<file path="src/hw/rtl/sse_pkg.sv">
// Shared types and constants for the sorted sparse entry table.
package sse_pkg;

	localparam int CAPACITY_DEF   = 1024;
	localparam int INDEX_BITS_DEF = 16;
	localparam int FIELD_IDX_W    = 16;
	localparam int VALUE_W        = 32;
	localparam int STATUS_W       = 3;
	localparam int COUNT_OUT_W    = 11;

	typedef enum logic {
		OP_LOOKUP = 1'b0,
		OP_SET    = 1'b1
	} opcode_t;

	typedef enum logic [STATUS_W-1:0] {
		ST_INSERTED  = 3'd0,
		ST_UPDATED   = 3'd1,
		ST_ZERO      = 3'd2,
		ST_FULL      = 3'd3,
		ST_FOUND     = 3'd4,
		ST_NOT_FOUND = 3'd5
	} status_t;

	typedef enum logic [2:0] {
		S_IDLE,
		S_SCAN,
		S_SHIFT,
		S_INSERT,
		S_RESULT
	} state_t;

	// Key compare result: eq when the keys match, gt when the stored key is larger.
	typedef struct packed {
		logic eq;
		logic gt;
	} cmp_res_t;

endpackage

</file>
<file path="src/hw/rtl/sse_cmp.sv">
// Shared key comparator: orders entries by row and then by column.
module sse_cmp #(
	parameter int SW = 16
) (
	input  logic [SW-1:0]         stored_row,
	input  logic [SW-1:0]         stored_col,
	input  logic [SW-1:0]         new_row,
	input  logic [SW-1:0]         new_col,
	output sse_pkg::cmp_res_t     res
);

	logic [2*SW-1:0] stored_key;
	logic [2*SW-1:0] new_key;

	assign stored_key = {stored_row, stored_col};
	assign new_key    = {new_row, new_col};
	assign res.eq     = (stored_key == new_key);
	assign res.gt     = (stored_key > new_key);

endmodule

</file>
<file path="config.mk">
export PLATFORM = sky130hd
export DESIGN_NAME = sse_cmp
export DESIGN_NICKNAME = d
export VERILOG_FILES = /design/src/hw/rtl/sse_pkg.sv /design/src/hw/rtl/sse_cmp.sv
export SDC_FILE = /design/constraint.sdc
export NUM_CORES = 1
export LEC_CHECK = 0
export ABC_AREA = 1
export BUFFER_PORTS_ARGS = -buffer_cell sky130_fd_sc_hd__buf_2
export CAP_MARGIN = 10
export CORE_UTILIZATION = 44
export DETAILED_ROUTE_END_ITERATION = 10
export GPL_ROUTABILITY_DRIVEN = 0
export PLACE_DENSITY = 0.95
export SLEW_MARGIN = 5
export SYNTH_ARGS = -nofsm -noshare
export SYNTH_HDL_FRONTEND = slang
export SYNTH_SLANG_ARGS = --single-unit
export TNS_END_PERCENT = 30
</file>
<file path="constraint.sdc">
create_clock -name vclk -period 1.35
set_clock_uncertainty 0.2 [all_clocks]
set_input_delay 0.0675 -clock vclk [all_inputs]
set_output_delay 0.0675 -clock vclk [all_outputs]
set_load 0.1 [all_outputs]
</file>
# After elaboration in Yosys (flattened, before gate mapping)
# Cells that the tools add are included.
# totals
reg_bits,0
inputBits,64
out_inout_bits,2
elab_cells,2
# classes
order_cmp,1
eq_ne,1
# op_table
op,count
32-bit == test,1
32-bit greater-than comparator,1

# Logic depth before layout (Yosys ltp)
# depth
ltp_word,1
depth_mapped,13
depth_no_buf,13

# Worst setup path after synthesis
# OpenSTA, ideal clock, no wires.
# synth_timing
path_kind,input to output
start,input port new_row[15]
end,output port res[0] in the netlist's numbering
arrival_time_ps,2004
required_ps,1082
path_slack_ps,-921
path_stages,8
n_path_buf,0
path_cell_list,inv_1 -> ha_1 -> nand2_1 -> nor2_2 -> and2_4 -> inv_2 -> nor3_4 -> a21oi_2
# synth_lines
item,line_no,source
"start, declared",sse_cmp.sv:7,"input logic [SW-1:0] new_row,"
"end, declared",sse_cmp.sv:9,output sse_pkg::cmp_res_t res

==> out/qor.yml <==
synth.area.top_cells: "ha_1, inv_1, nand2_1, a21oi_1, nand4_4"
p_clk_frac: 0
yosys.cell_count.top_type: "inv_1"
number_of_antenna_violations_at_the_first_check_in_global_routing: 0
floorplan.initialDensity: 0.469
setup_viol_count_final: 2
synth_cells: 142
critPathMaxFanout: 2
period_needed_ps: 1610
placement.setup.worst_slack_ps: -347
postSynthAreaPerCell_um2: 6.49
clock_buffers: 0
maxClockFrequency_mhz: 622
die_h_um: 47.8
cts-hold-fix-buffers: 0
hold_path_class: "input pin to output port"
die_width_um: 47.8
worst_slack_ps: -259
grt_setup_unrepaired: "true"
yosysTopAreaCell: "ha_1"
detailedRoute.firstIterationViolations: 2
power.net_switching_mw: 0.212
synth_compound_gate_area_share: 0.121
cp.required_ps: 1080
route.final.wire_length_um: 1960
dieArea_um2: 2280
worst_slew_pin_slew_ps: 252
endpoint_kind: "output port"
antenna-diode-count: 0
seq_cells: 0
dp_hpwl_um: 1800
outcome: "complete, but fails checks"
setup_crit_path_kind: "input pin to output port"
synth_simple_gate_area_share: 0.281
crit_arrival_ps: 1340
max-cap-violations: 0
gr-usage-all-layers: 0.167
worstSetupStartpoint: "new_row[5]"
grt_pass1_vias: 901
hold_path_depth: 5
post_synth_xor_area_fraction: 0
fraction_of_final_layout_cells_with_drive_strength_greater_than_1: 0.452
buffer_ports.inserted: 66
grt_overflow_total: 0
area_of_the_placeable_core_um2: 1960
ir_worst_vdd_uv: 171
synth_nets: 238
nets: 308
timing.setup.tns_ps: -487
period_share: 1.19
synth.yosys.warnings: 0
first_pass_grt_wire_length_um: 2900
comb_power_share: 1.000
yosys-top-cells-count: "inv_1, nand2_1, ha_1"
avgRoutedWirePerCell_um: 8.25
synthDistinctLibCells: 19
failing_checks: "setup timing"
min_delay_worst_endpoint: "res[1]"
power_frac_seq: 0
startpoint_type_of_the_worst_setup_path: "input pin"
io_pins: 66
synth_top_family_by_area: "adder cells"
post_drt_via_cell_ratio: 4.47
final_core_utilization: 0.721
antenna_nets_post_route: 0
detail_route.drc_violations: 0
post_layout_nonfiller_instances: 237
regArea_um2: 0
p_leak_nw: 0.904
grt_max_degree: 4
netlist.area_leader.share: 0.435
netlist_area_um2: 921
placement_rows: 16
first_pass_iters: 3
min-delay-start: "stored_row[0]"
power_switching_share: 0.509
mux_cell_area_share_after_synthesis: 0
synth_fa_ha_area_frac: 0.435
ys_seq_area_frac: 0
synthToLayoutAreaGrowth_pct: 53.5
vias: 1060
power_report.internal_total_mw: 0.204
finalMaxSlewViolations: 0
max-slew-margin-rel: 0.831
dp.cells: 236
final_hold_viol_count: 0
total_power_mw: 0.416
power_density_nw_per_um2: 294
## layout make-up
type               instances  area [um2]
fillers                  171         548
inverters                 40         153
well taps                 27        33.8
repair buffers            68         375
multi-input cells        102         852
## power by group through the flow
stage          combinational (mW)  sequential, mW  clock (mW)
6_report                    0.416               0           0
5_1_grt                     0.479               0           0
4_1_cts                     0.405               0           0
3_5_place_dp                0.388               0           0
3_3_place_gp                0.375               0           0
2_1_floorplan               0.238               0           0
## through the flow
step	cell area [um2]	hold slack, ps
after global placement	1330	580
after detailed placement	1330	593
after global routing	1410	623
after CTS	1370	593
after floorplan	928	405
final	1410	600
## routing by layer
metal | GRT usage | vias up | share of wire
met2 | 0.381 | 40 | 0.55
met3 | 0.0151 | 2 | 0.059
li1 | - | 581 | -
met4 | 0.0167 | 0 | 0.011
met1 | 0.157 | 437 | 0.38
met5 | 0 | - | 0
## layout by cell type, fill, tap and decap left out
master   instances
inv_1           34
ha_4             4
inv_4            1
nand3_2          2
a21o_1           1
nor2_1           5
nor2_4           2
nand2_2          6
o21a_1           2
inv_2            5
buf_4            2
ha_1            28
o21ai_1          1
a21oi_4          1
nor2_2           2
nor3_4           2
nand4_4          1
a21oi_1         14
and2_4           1
o21ai_0          1
buf_2           64
nand2_1         29
buf_12           2
## worst max-delay path, cell delays in order
cell and delay (ps):
buf_2 70, inv_1 30, ha_1 280, nand2_1 90
nor2_4 140, nand4_4 120, nor2_4 130, nand2_2 70
a21oi_4 160, buf_12 190
## kinds of logic after synthesis
family / Yosys count
buf+inv: 40
fa+ha+maj: 32
compound gates: 20
simple gates: 50
## how the worst max path moves through the flow
stage | endpoint | slack (ps)
final | res[0] | -260
after global placement | res[0] | -330
after detailed placement | res[0] | -350
after CTS | res[0] | -270
after global routing | res[0] | -340
after floorplan | res[0] | -870
## what timing repair did
action / CTS / global route
pin swaps: 2 / 4
resized for setup: 6 / 7
endpoints found under the setup margin: 2 / 2
setup buffers: 0 / 1
No activity file was read; power rests on OpenSTA's default activity.
